`src/design/pmd_ram.sv`:
```
`timescale 1ns / 1ps
// ----------------------------------------------------------------------------
// pmd_ram
// Generic single-write, single-read memory with a registered read port.
// ----------------------------------------------------------------------------
module pmd_ram #(
   parameter int  WIDTH = 32,
   parameter int  DEPTH = 64,
   localparam int AW    = (DEPTH > 1) ? $clog2(DEPTH) : 1
) (
   input  logic             clock,
   input  logic             we,
   input  logic [AW-1:0]    waddr,
   input  logic [WIDTH-1:0] wdata,
   input  logic [AW-1:0]    raddr,
   output logic [WIDTH-1:0] rdata
);

   logic [WIDTH-1:0] mem [0:DEPTH-1];
   logic [WIDTH-1:0] rdata_ff;

   // read returns the old content on a same-address write
   always_ff @(posedge clock) begin
      if (we) begin
         mem[waddr] <= wdata;
      end
      rdata_ff <= mem[raddr];
   end

   assign rdata = rdata_ff;

endmodule

```
`config.mk`:
```
export PLATFORM = sky130hd
export DESIGN_NAME = pmd_ram
export DESIGN_NICKNAME = d
export VERILOG_FILES = /design/src/design/pmd_ram.sv
export SDC_FILE = /design/constraint.sdc
export NUM_CORES = 2
export LEC_CHECK = 0
export BUFFER_PORTS_ARGS = -buffer_cell sky130_fd_sc_hd__buf_2
export CAP_MARGIN = 10
export CORE_UTILIZATION = 45
export CTS_BUF_LIST = sky130_fd_sc_hd__clkbuf_8
export DETAILED_ROUTE_END_ITERATION = 8
export GPL_TIMING_DRIVEN = 0
export PLACE_DENSITY = 0.7
export SYNTH_ARGS = -nofsm -noshare
export SYNTH_HDL_FRONTEND = slang
export SYNTH_SLANG_ARGS = --single-unit
```
`constraint.sdc`:
```
create_clock -name clock -period 3.99 [get_ports clock]
set_input_delay 0.399 -clock clock [delete_from_list [all_inputs] [get_ports clock]]
set_output_delay 0.399 -clock clock [all_outputs]
set_load 0.05 [all_outputs]
```
==> out/results.ini <==
[timing]
hold_viol = 0
finalCritPeriodShare = 1.04
fmax_mhz = 240
relSlewSlack = -0.00941
setup_viol = 4
fin_worst_skew_ns = 0.0447
period_minus_slack_ns = 4.16
fin_ws_ns = -0.170
drv_slew = 11
tightest_slew_ns = 1.51
rsz0062_at_grt = no

[critical_path]
critPathLaunchType = primary input
cp_top_family = buffers and inverters
slowest_delay_ns = 0.90
path_class = in2reg
worstPathRequired_ns = 4.87
worst_setup_path_end_kind = flip-flop
cp_max_fo = 10
crit_slowest_cell = clkdlybuf4s15_1
path_cells = buf_2 -> buf_2 -> buf_2 -> clkdlybuf4s15_1 -> nand3b_1 -> o221ai_1 -> a21oi_1 -> a21oi_1 -> nor2_1
crit_buf_inv = 4
path_common_cell = buf_2
worstPathArrival_ns = 5.04

[grt]
overflow = 0
grt_usage = 0.270
grt_pass1_wl_um = 320000
grt_max_degree = 65
antenna_found_initial = 23
grt_pass1_vias = 40000

[routing]
drtAntennaViolNets = 0
wl_per_cell_um = 36.8
viasPerCell = 6.35
drt_wl_total_um = 237000
num_vias = 40800
dr.pass1.iters = 6
route.detailed.drc = 0
drt-initial-drc-count = 6794

[min_path]
hold_class = in2reg

[floorplanning]
core.rowCount = 152
io_pins = 78
coreArea_um2 = 172000
chipWidth_um = 420
die_area_um2 = 176000
initial_utilization = 0.455
fp.dieH_um = 420

[synthesis]
ys_ff_latch = 2080
ys_warn_count = 0
syn_area_um2 = 78500
yosysSeqAreaShare = 0.791
synth_nets = 3370
synth.distinct_cells = 34
synthCells = 3324
syn_area_per_cell_um2 = 23.6

[clock_tree]
cts.root.buffer_cell = clkbuf_8
clockBufferDepth = 4
clock_latency_ns = 1.07
cts_buffers = 340
cts_tree = yes
post_cts_buffers = 0
clk_pin_slew_ns = 0.06
htreeDepth = 5
clock-sinks = 2080

[run_status]
status = complete, but fails checks
failed_checks = max-capacitance violations, max-slew violations, negative setup slack

[finish]
drive_gt1_frac = 0.314
nFillCells = 12800
final_cell_count_no_fill = 6430
final_area_um2 = 90900
nets = 3919
areaGrowthSynthToFinish_pct = 15.8

[pwr]
p_leak_nw = 28.7
ir_drop_mv = 0.436
pwr_density_cell_nw_per_um2 = 483

[place]
dp_hpwl_um = 154000
gp_congestion = 0.900
io_buffers = 69
placed_area_um2 = 84400
place_inst = 5807

[job]
drv_cap = 1

==> what timing repair did <==
action	CTS	global route
endpoints found under the hold margin	0	337
gates resized for setup	0	1
endpoints found under the setup margin	0	1
hold buffers	0	17
==> power by group <==
part | internal (mW) | leakage (nW) | switching [mW]
registers | 24.2 | 18.7 | 0.0464
clock network | 8.67 | 3.46 | 8.27
logic | 0.875 | 6.56 | 1.84
==> routing by layer <==
layer	global-route usage	vias up	part of all wire
met5	0.00750	-	0.0011
li1	-	15400	-
met3	0.0833	753	0.14
met2	0.406	3263	0.45
met4	0.155	14	0.064
met1	0.350	21400	0.35
==> cells in the mapped netlist, drive strengths merged <==
library cell  number  area share
o221ai            27      0.0030
a311oi             8     0.00089
nor2b             15      0.0012
and3               4     0.00032
or2                3     0.00024
a41o               4     0.00051
a22oi             12      0.0011
dfxtp             32      0.0082
or3b               5     0.00056
nand4              2     0.00016
mux2i             93       0.012
edfxtp          2048        0.78
or3                3     0.00024
a21oi             62      0.0040
nand4b             1     0.00011
nand3              5     0.00032
nor2             137      0.0065
a31oi              1    0.000080
nand2b             8     0.00064
and2               2     0.00016
buf              108      0.0077
nand2             26      0.0012
nand3b             5     0.00048
clkbuf            74      0.0035
o22ai             84      0.0067
mux4             544        0.16
o32ai              4     0.00045
nor3               7     0.00045
==> path summary, 6_finish.rpt <==
check                                    to         from  slack [ns]  cells past startpoint
worst max-delay path               rdata[6]     raddr[1]       -0.17                      9
worst min-delay path            mem[10][30]    wdata[30]        0.14                      1
worst max register to register    rdata[18]  mem[31][18]        1.13                      4
worst min register to register    rdata[20]  mem[28][20]        0.85                      4
==> sequential cells by signal, indices dropped and copies added (netlist names) <==
signal / cells
mem: 2048
rdata: 32
==> cell usage in the layout, fill, tap and decap left out, types with 4 or more instances in the layout <==
master and count:
a21oi_1 62, a22oi_1 12, a311oi_1 8, a41o_1 4
and3_1 4, buf_1 20, buf_12 86, buf_16 23
buf_2 126, buf_4 26, buf_6 15, bufinv_16 7
clkbuf_1 73, clkbuf_8 357, clkinv_1 75, clkinv_2 29
clkinvlp_4 6, dfxtp_1 32, diode_2 9, dlygate4sd3_1 17
edfxtp_1 2048, inv_1 104, mux2i_1 93, mux4_2 544
nand2_1 26, nand2b_1 8, nand3_1 5, nand3b_1 5
nor2_1 75, nor2_4 62, nor2b_1 15, nor3_1 5
o221ai_1 27, o22ai_1 84, o32ai_1 4
==> through the flow <==
step | setup WS (ns) | setup TNS (ns) | util | hold WS, ns | total power, mW
2_1_floorplan | 0.431 | 0 | - | 0.498 | 26.0
3_3_place_gp | -4.41 | -3285.28 | 0.474 | 0.872 | 27.2
3_5_place_dp | -1.02 | -10.83 | 0.489 | 0.846 | 27.3
4_1_cts | 0.0799 | 0 | 0.524 | 0.0771 | 43.9
5_1_grt | 0.0795 | 0 | 0.527 | 0.151 | 44.9
6_report | -0.170 | -0.458 | 0.527 | 0.142 | 43.9
==> area by class of cell <==
cell class              count  area (µm²)  share of cell area
diodes                      9        22.5            0.000248
plain buffers             182         893             0.00983
clock buffers             357        4910              0.0540
clock inverters           223        1090              0.0120
multi-input cells        1062       16000               0.176
flip-flops and latches   2080       62100               0.683
well taps                2310        2890              0.0318
repair buffers            207        3010              0.0331
==> kinds of logic after synthesis <==
family / count (synthesis) / share of synthesized area
AOI/OAI and AO/OA: 202 / 0.0167
buffers and inverters: 182 / 0.0113
DFF: 2080 / 0.791
muxes: 637 / 0.168
and+or+nand+nor: 223 / 0.0127
No activity file was read; power rests on OpenSTA's default activity.
