<file path="config.mk">
export PLATFORM = sky130hd
export DESIGN_NAME = pmd_axis
export DESIGN_NICKNAME = d
export VERILOG_FILES = /design/src/design/pmd_pkg.sv /design/src/design/pmd_axis.sv
export SDC_FILE = /design/constraint.sdc
export NUM_CORES = 2
export LEC_CHECK = 0
export BUFFER_PORTS_ARGS = -buffer_cell sky130_fd_sc_hd__buf_2
export CAP_MARGIN = 5
export CORE_MARGIN = 4
export CORE_UTILIZATION = 46
export DETAILED_ROUTE_END_ITERATION = 10
export SLEW_MARGIN = 25
export SYNTH_ARGS = -nofsm -noshare
export SYNTH_HDL_FRONTEND = slang
export SYNTH_SLANG_ARGS = --single-unit
</file>
<file path="constraint.sdc">
create_clock -name vclk -period 13.3
set_clock_uncertainty 0.15 [all_clocks]
set_input_delay 1.33 -clock vclk [all_inputs]
set_output_delay 1.33 -clock vclk [all_outputs]
set_load 0.02 [all_outputs]
</file>
<file path="src/design/pmd_pkg.sv">
`timescale 1ns / 1ps
// ----------------------------------------------------------------------------
// pmd_pkg
// Shared widths, codes and reset values of the particle mesh mass deposit.
// ----------------------------------------------------------------------------
package pmd_pkg;

   localparam int GRID_MAX_DEF = 64;
   localparam int SLAB_MAX_DEF = 64;

   localparam int POS_W      = 32;
   localparam int SCALE_W    = 32;
   localparam int VAL_W      = 32;
   localparam int CADDR_W    = 18;
   localparam int MODE_W     = 2;
   localparam int GSIZE_W    = 7;
   localparam int SSTART_W   = 6;
   localparam int SDEPTH_W   = 7;
   localparam int CSR_IDX_W  = 3;
   localparam int CSR_DATA_W = 32;
   localparam int T_W        = 48;  // grid coordinate, Q.16
   localparam int WGT_W      = 17;  // weights reach 1.0 = 65536
   localparam int TAPS       = 3;

   localparam logic [MODE_W-1:0] MODE_NGP = 2'd0;
   localparam logic [MODE_W-1:0] MODE_CIC = 2'd1;
   localparam logic [MODE_W-1:0] MODE_TSC = 2'd2;

   localparam logic OP_DEPOSIT = 1'b0;
   localparam logic OP_READ    = 1'b1;

   localparam logic [CSR_IDX_W-1:0] CSR_ASSIGN_MODE = 3'd0;
   localparam logic [CSR_IDX_W-1:0] CSR_GRID_SIZE   = 3'd1;
   localparam logic [CSR_IDX_W-1:0] CSR_CELL_SCALE  = 3'd2;
   localparam logic [CSR_IDX_W-1:0] CSR_SLAB_START  = 3'd3;
   localparam logic [CSR_IDX_W-1:0] CSR_SLAB_DEPTH  = 3'd4;

   localparam logic [MODE_W-1:0]   MODE_RST   = MODE_CIC;
   localparam logic [GSIZE_W-1:0]  GSIZE_RST  = 7'd64;
   localparam logic [SCALE_W-1:0]  SCALE_RST  = 32'h0001_0000;
   localparam logic [SSTART_W-1:0] SSTART_RST = 6'd0;
   localparam logic [SDEPTH_W-1:0] SDEPTH_RST = 7'd64;

   localparam logic [WGT_W-1:0] ONE_Q16  = 17'h1_0000;
   localparam logic [WGT_W-1:0] TSC_MID  = 17'd49152;
   localparam logic [15:0]      HALF_Q16 = 16'h8000;

   typedef enum logic [2:0] {
      ST_CLEAR,
      ST_IDLE,
      ST_MUL,
      ST_TAPS,
      ST_DRAIN,
      ST_RD_LIM,
      ST_RD_ISSUE,
      ST_RD_DATA
   } state_type;

endpackage

</file>
<file path="src/design/pmd_axis.sv">
`timescale 1ns / 1ps
// ----------------------------------------------------------------------------
// pmd_axis
// Per-axis tap indices and weights for NGP, CIC and TSC from one grid
// coordinate, with one periodic wrap.
// ----------------------------------------------------------------------------
module pmd_axis #(
   parameter int  GRID_MAX = pmd_pkg::GRID_MAX_DEF,
   localparam int GW       = $clog2(GRID_MAX + 1),
   localparam int IW       = $clog2(GRID_MAX)
) (
   input  logic [pmd_pkg::T_W-1:0]    t_i,
   input  logic [pmd_pkg::MODE_W-1:0] mode_i,
   input  logic [GW-1:0]              g_i,
   output logic [IW-1:0]              idx_o [0:pmd_pkg::TAPS-1],
   output logic                       ok_o  [0:pmd_pkg::TAPS-1],
   output logic [pmd_pkg::WGT_W-1:0]  wgt_o [0:pmd_pkg::TAPS-1]
);
   import pmd_pkg::*;

   localparam int XW = 35;

   function automatic logic [XW-1:0] wrap(input logic [XW-1:0] v, input logic [XW-1:0] gg);
      logic [XW-1:0] res;
      if (v[XW-1]) begin
         res = v + gg;
      end else if (v >= gg) begin
         res = v - gg;
      end else begin
         res = v;
      end
      return res;
   endfunction

   logic [T_W:0]    r;
   logic [XW-1:0]   gx;
   logic [XW-1:0]   c_raw;
   logic [XW-1:0]   f_raw;
   logic [15:0]     frac;
   logic [15:0]     rfrac;
   logic [WGT_W-1:0] lo;
   logic [15:0]     ad;
   logic [31:0]     dd;
   logic [33:0]     lo2;
   logic [33:0]     hi2;
   logic [XW-1:0]   raw [0:TAPS-1];
   logic [XW-1:0]   wr  [0:TAPS-1];
   logic            use_tap [0:TAPS-1];

   assign r     = {1'b0, t_i} + (T_W + 1)'(HALF_Q16);
   assign gx    = XW'(g_i);
   assign c_raw = XW'(r[T_W:16]);
   assign f_raw = XW'(t_i[T_W-1:16]);
   assign frac  = t_i[15:0];
   assign rfrac = r[15:0];
   assign lo    = ONE_Q16 - WGT_W'(rfrac);
   assign ad    = (rfrac >= HALF_Q16) ? (rfrac - HALF_Q16) : (HALF_Q16 - rfrac);
   assign dd    = 32'(ad) * 32'(ad);
   assign lo2   = 34'(lo) * 34'(lo);
   assign hi2   = 34'(rfrac) * 34'(rfrac);

   always_comb begin
      for (int k = 0; k < TAPS; k++) begin
         raw[k]     = '0;
         wgt_o[k]   = '0;
         use_tap[k] = 1'b0;
      end
      case (mode_i)
         MODE_NGP: begin
            raw[0]     = c_raw;
            wgt_o[0]   = ONE_Q16;
            use_tap[0] = 1'b1;
         end
         MODE_CIC: begin
            raw[0]     = f_raw;
            raw[1]     = f_raw + XW'(1);
            wgt_o[0]   = ONE_Q16 - WGT_W'(frac);
            wgt_o[1]   = WGT_W'(frac);
            use_tap[0] = 1'b1;
            use_tap[1] = 1'b1;
         end
         MODE_TSC: begin
            raw[0]     = c_raw - XW'(1);
            raw[1]     = c_raw;
            raw[2]     = c_raw + XW'(1);
            wgt_o[0]   = WGT_W'(lo2 >> 17);
            wgt_o[1]   = TSC_MID - WGT_W'(dd >> 16);
            wgt_o[2]   = WGT_W'(hi2 >> 17);
            use_tap[0] = 1'b1;
            use_tap[1] = 1'b1;
            use_tap[2] = 1'b1;
         end
         default: begin
         end
      endcase
   end

   always_comb begin
      for (int k = 0; k < TAPS; k++) begin
         wr[k]    = wrap(raw[k], gx);
         ok_o[k]  = use_tap[k] && (wr[k] < gx);
         idx_o[k] = wr[k][IW-1:0];
      end
   end

endmodule

</file>
==> summary.txt <==
Run status
  – Status: finished, final reports clean

Pwr
  – Worst vdd ir: between 0.4 and 0.5 mV
  – Clock Power Share: 0%
  – Leakage power: around 16 nW
  – Flop pwr share: 0%
  – Switching share of power: between 50% and 60%
  – P_int: ~3.6 mW
  – Power density over cell area: approximately 270 nW/µm²
  – Psw: approximately 5.0 mW
  – Combinational power share: 100.0%
  – Total power: roughly 8.6 mW

Synthesis
  – Mean Syn Cell Area: between 8 and 9 µm²
  – Yosys top cell by area: fa_1
  – Synth area leaders: fa_1 (35%), ha_1 (15%), inv_1 (8.5%)
  – Cell Area, Synth: around 30000 µm²
  – Post-Syn Instances: 3673
  – Unique masters post-synth: approximately 120
  – Sequential share of the synthesized area: 0%
  – Post-synth top area share: 34.8%
  – Syn. warnings: 0

Final layout
  – Fillers: approximately 6400
  – Share of layout cells above drive strength 1: about 8.5%
  – NumNets Final: around 4700
  – Seq cells: 0
  – Most common cell after layout, fill and taps aside: inv_1
  – Register area: 0 µm²
  – Finished Core Util: 49.1%
  – Area Growth Syn to Fin: 5.73%
  – Most frequent cells in the layout: inv_1 (677), fa_1 (519), ha_1 (352)
  – CLK BUF: 0

Floorplan
  – I/O Pins: around 130
  – Die Y-Extent: roughly 260 µm
  – Die X: approximately 260 µm
  – Die Footprint: ~69000 µm²
  – Rows: 93
  – Core area: ~64000 µm²
  – Initial Util: 46.5%

Route
  – DRC viols: 0
  – Top sig layer: met5
  – Via count: 26600
  – First-pass DRT Iterations: 5
  – M1 WL: between 30000 and 40000 µm
  – Wirelength per Cell: roughly 21 µm
  – Iter 0 DRT Violations: approximately 2000
  – WL met2: approximately 47000 µm
  – Vias per cell: approximately 5.8
  – DRT antenna net count: 0
  – Met3 routed WL: 5790 µm
  – DRT Wirelength: ~97000 µm

STA
  – Pins Over Slew Limit: 0
  – Minimum clock period: around 13 ns
  – Worst slew margin: ~29%
  – Fin. Hold Viols: 0
  – Tcrit/Tclk final: 96.7%
  – Sum Neg Setup Slack: 0 ns
  – Max Clk Rate: a little under 80 MHz
  – Measured slew at the worst slew-check pin: between 1 and 1.5 ns
  – # setup viols final: 0
  – Final Worst Setup Slack: ~0.44 ns
  – RSZ-0062 raised after global routing: no

Placed design
  – Placer Congestion: 0.947
  – Dpl ws: between 0.15 and 0.2 ns
  – HPWL Detailed: approximately 81000 µm
  – I/O Buffers: 127

Min path
  – Hold_sp: g_i[0]
  – WHS Path Cells: 4
  – Worst hold path type: in2out
  – Hold path endpoint: idx_o[12]

Worst setup path
  – Crit-path max FO: 11
  – Worst setup EP type: primary output
  – Top cell by count, worst path: fa_1
  – Worst path max stage delay: around 0.54 ns
  – Setup crit start kind: input port
  – Worst path required time: roughly 12 ns
  – CP max stage cell: fa_1
  – CP Data Arrival Time: between 10 and 15 ns
  – Crit path kind: in2out

Flow run
  – Max-Cap Viols: 0

Global route
  – Largest net degree at the start of global routing: 41
  – Grt total ovfl: 0
  – Antenna violations before repair: 11
  – GRT Overall Usage: a little over a quarter
  – First-pass GRT wire length: 152000 µm
  – Vias in the first global route: about 27000

Clock tree
  – CTS Hold Bufs: 0
-- how the worst max path moves through the flow --
stage / from / depth (start not counted) / endpoint / slack, ns
floorplan: t_i[0] / 38 / wgt_o[32] / 1.07
global placement: t_i[4] / 37 / wgt_o[31] / 0.42
detailed placement: t_i[4] / 38 / wgt_o[32] / 0.20
CTS: t_i[4] / 38 / wgt_o[32] / 0.15
global route: t_i[4] / 41 / wgt_o[32] / 0.09
finish: t_i[4] / 38 / wgt_o[32] / 0.44
-- synth_stat cells, types with 13 or more instances --
cell type and instances:
a211oi_1 25, a21o_1 54, a21oi_1 110, a22o_1 13
a22oi_1 16, a31oi_1 23, and2_1 70, and3_1 33
buf_2 28, clkbuf_1 114, clkinv_1 13, fa_1 519
ha_1 352, inv_1 677, nand2_1 319, nand2b_1 30
nand3_1 65, nand4_1 57, nor2_1 296, nor2b_1 21
nor3_1 75, nor4_1 34, o211ai_1 17, o21a_1 14
o21ai_0 112, o22ai_1 32, o31ai_1 27, or2_2 13
or3_1 33, or4_1 22, xnor2_1 121, xor2_1 47
-- worst max-delay path, delay by kind of cell --
kind	cells	cell delay [ns]
compound gates	10	2.37
xor+xnor	2	0.41
fa+ha+maj	7	3.22
buf+inv	9	1.41
mux	1	0.18
simple gates	9	2.41
-- routing by layer --
layer | vias up | GRT usage (%)
li1 | 12300 | -
met1 | 13200 | 35.8
met2 | 906 | 47.4
met3 | 230 | 3.06
met4 | 6 | 9.90
met5 | - | 0
-- layout make-up --
| class | count | area [µm²] | area share (%) |
|---|---|---|---|
| Tap cell | 855 | 1070 | 3.38 |
| Antenna cell | 8 | 20.0 | 0.0633 |
| Inverter | 695 | 2620 | 8.29 |
| Timing Repair Buffer | 203 | 1210 | 3.82 |
| Multi-Input combinational cell | 2837 | 26700 | 84.4 |
-- power by group through the flow --
stage | Sequential (mW) | Combinational, mW | Clock (mW)
6_report | 0 | 8.60 | 0.0000000809
5_1_grt | 0 | 9.82 | 0.0000000605
4_1_cts | 0 | 8.65 | 0
3_5_place_dp | 0 | 8.58 | 0
3_3_place_gp | 0 | 8.52 | 0
2_1_floorplan | 0 | 6.38 | 0
-- cell families after synthesis --
family | count (synthesis) | synth area share [%]
AND/OR/NAND/NOR | 1150 | 19.5
adder cells (fa/ha/maj) | 872 | 49.5
buffers and inverters | 858 | 11.2
AO/OA/AOI/OAI | 608 | 14.3
XOR/XNOR | 168 | 4.92
multiplexers | 15 | 0.532
other | 2 | 0.0251
-- repair_timing --
item,4_1_cts,5_1_grt
hold endpoints to repair,0,0
resized for setup,0,11
buffers inserted,0,0
setup endpoints to repair,0,3
-- per-stage QoR --
stage                     hold slack, ns  instances  area, µm²
final                               3.17       4598      31600
after global routing                3.18       4596      31600
after CTS                           3.17       4590      31500
after detailed placement            3.16       4590      31500
after global placement              3.16       4590      31500
after floorplan                     2.77       3695      30000
No activity file was read; power rests on OpenSTA's default activity.
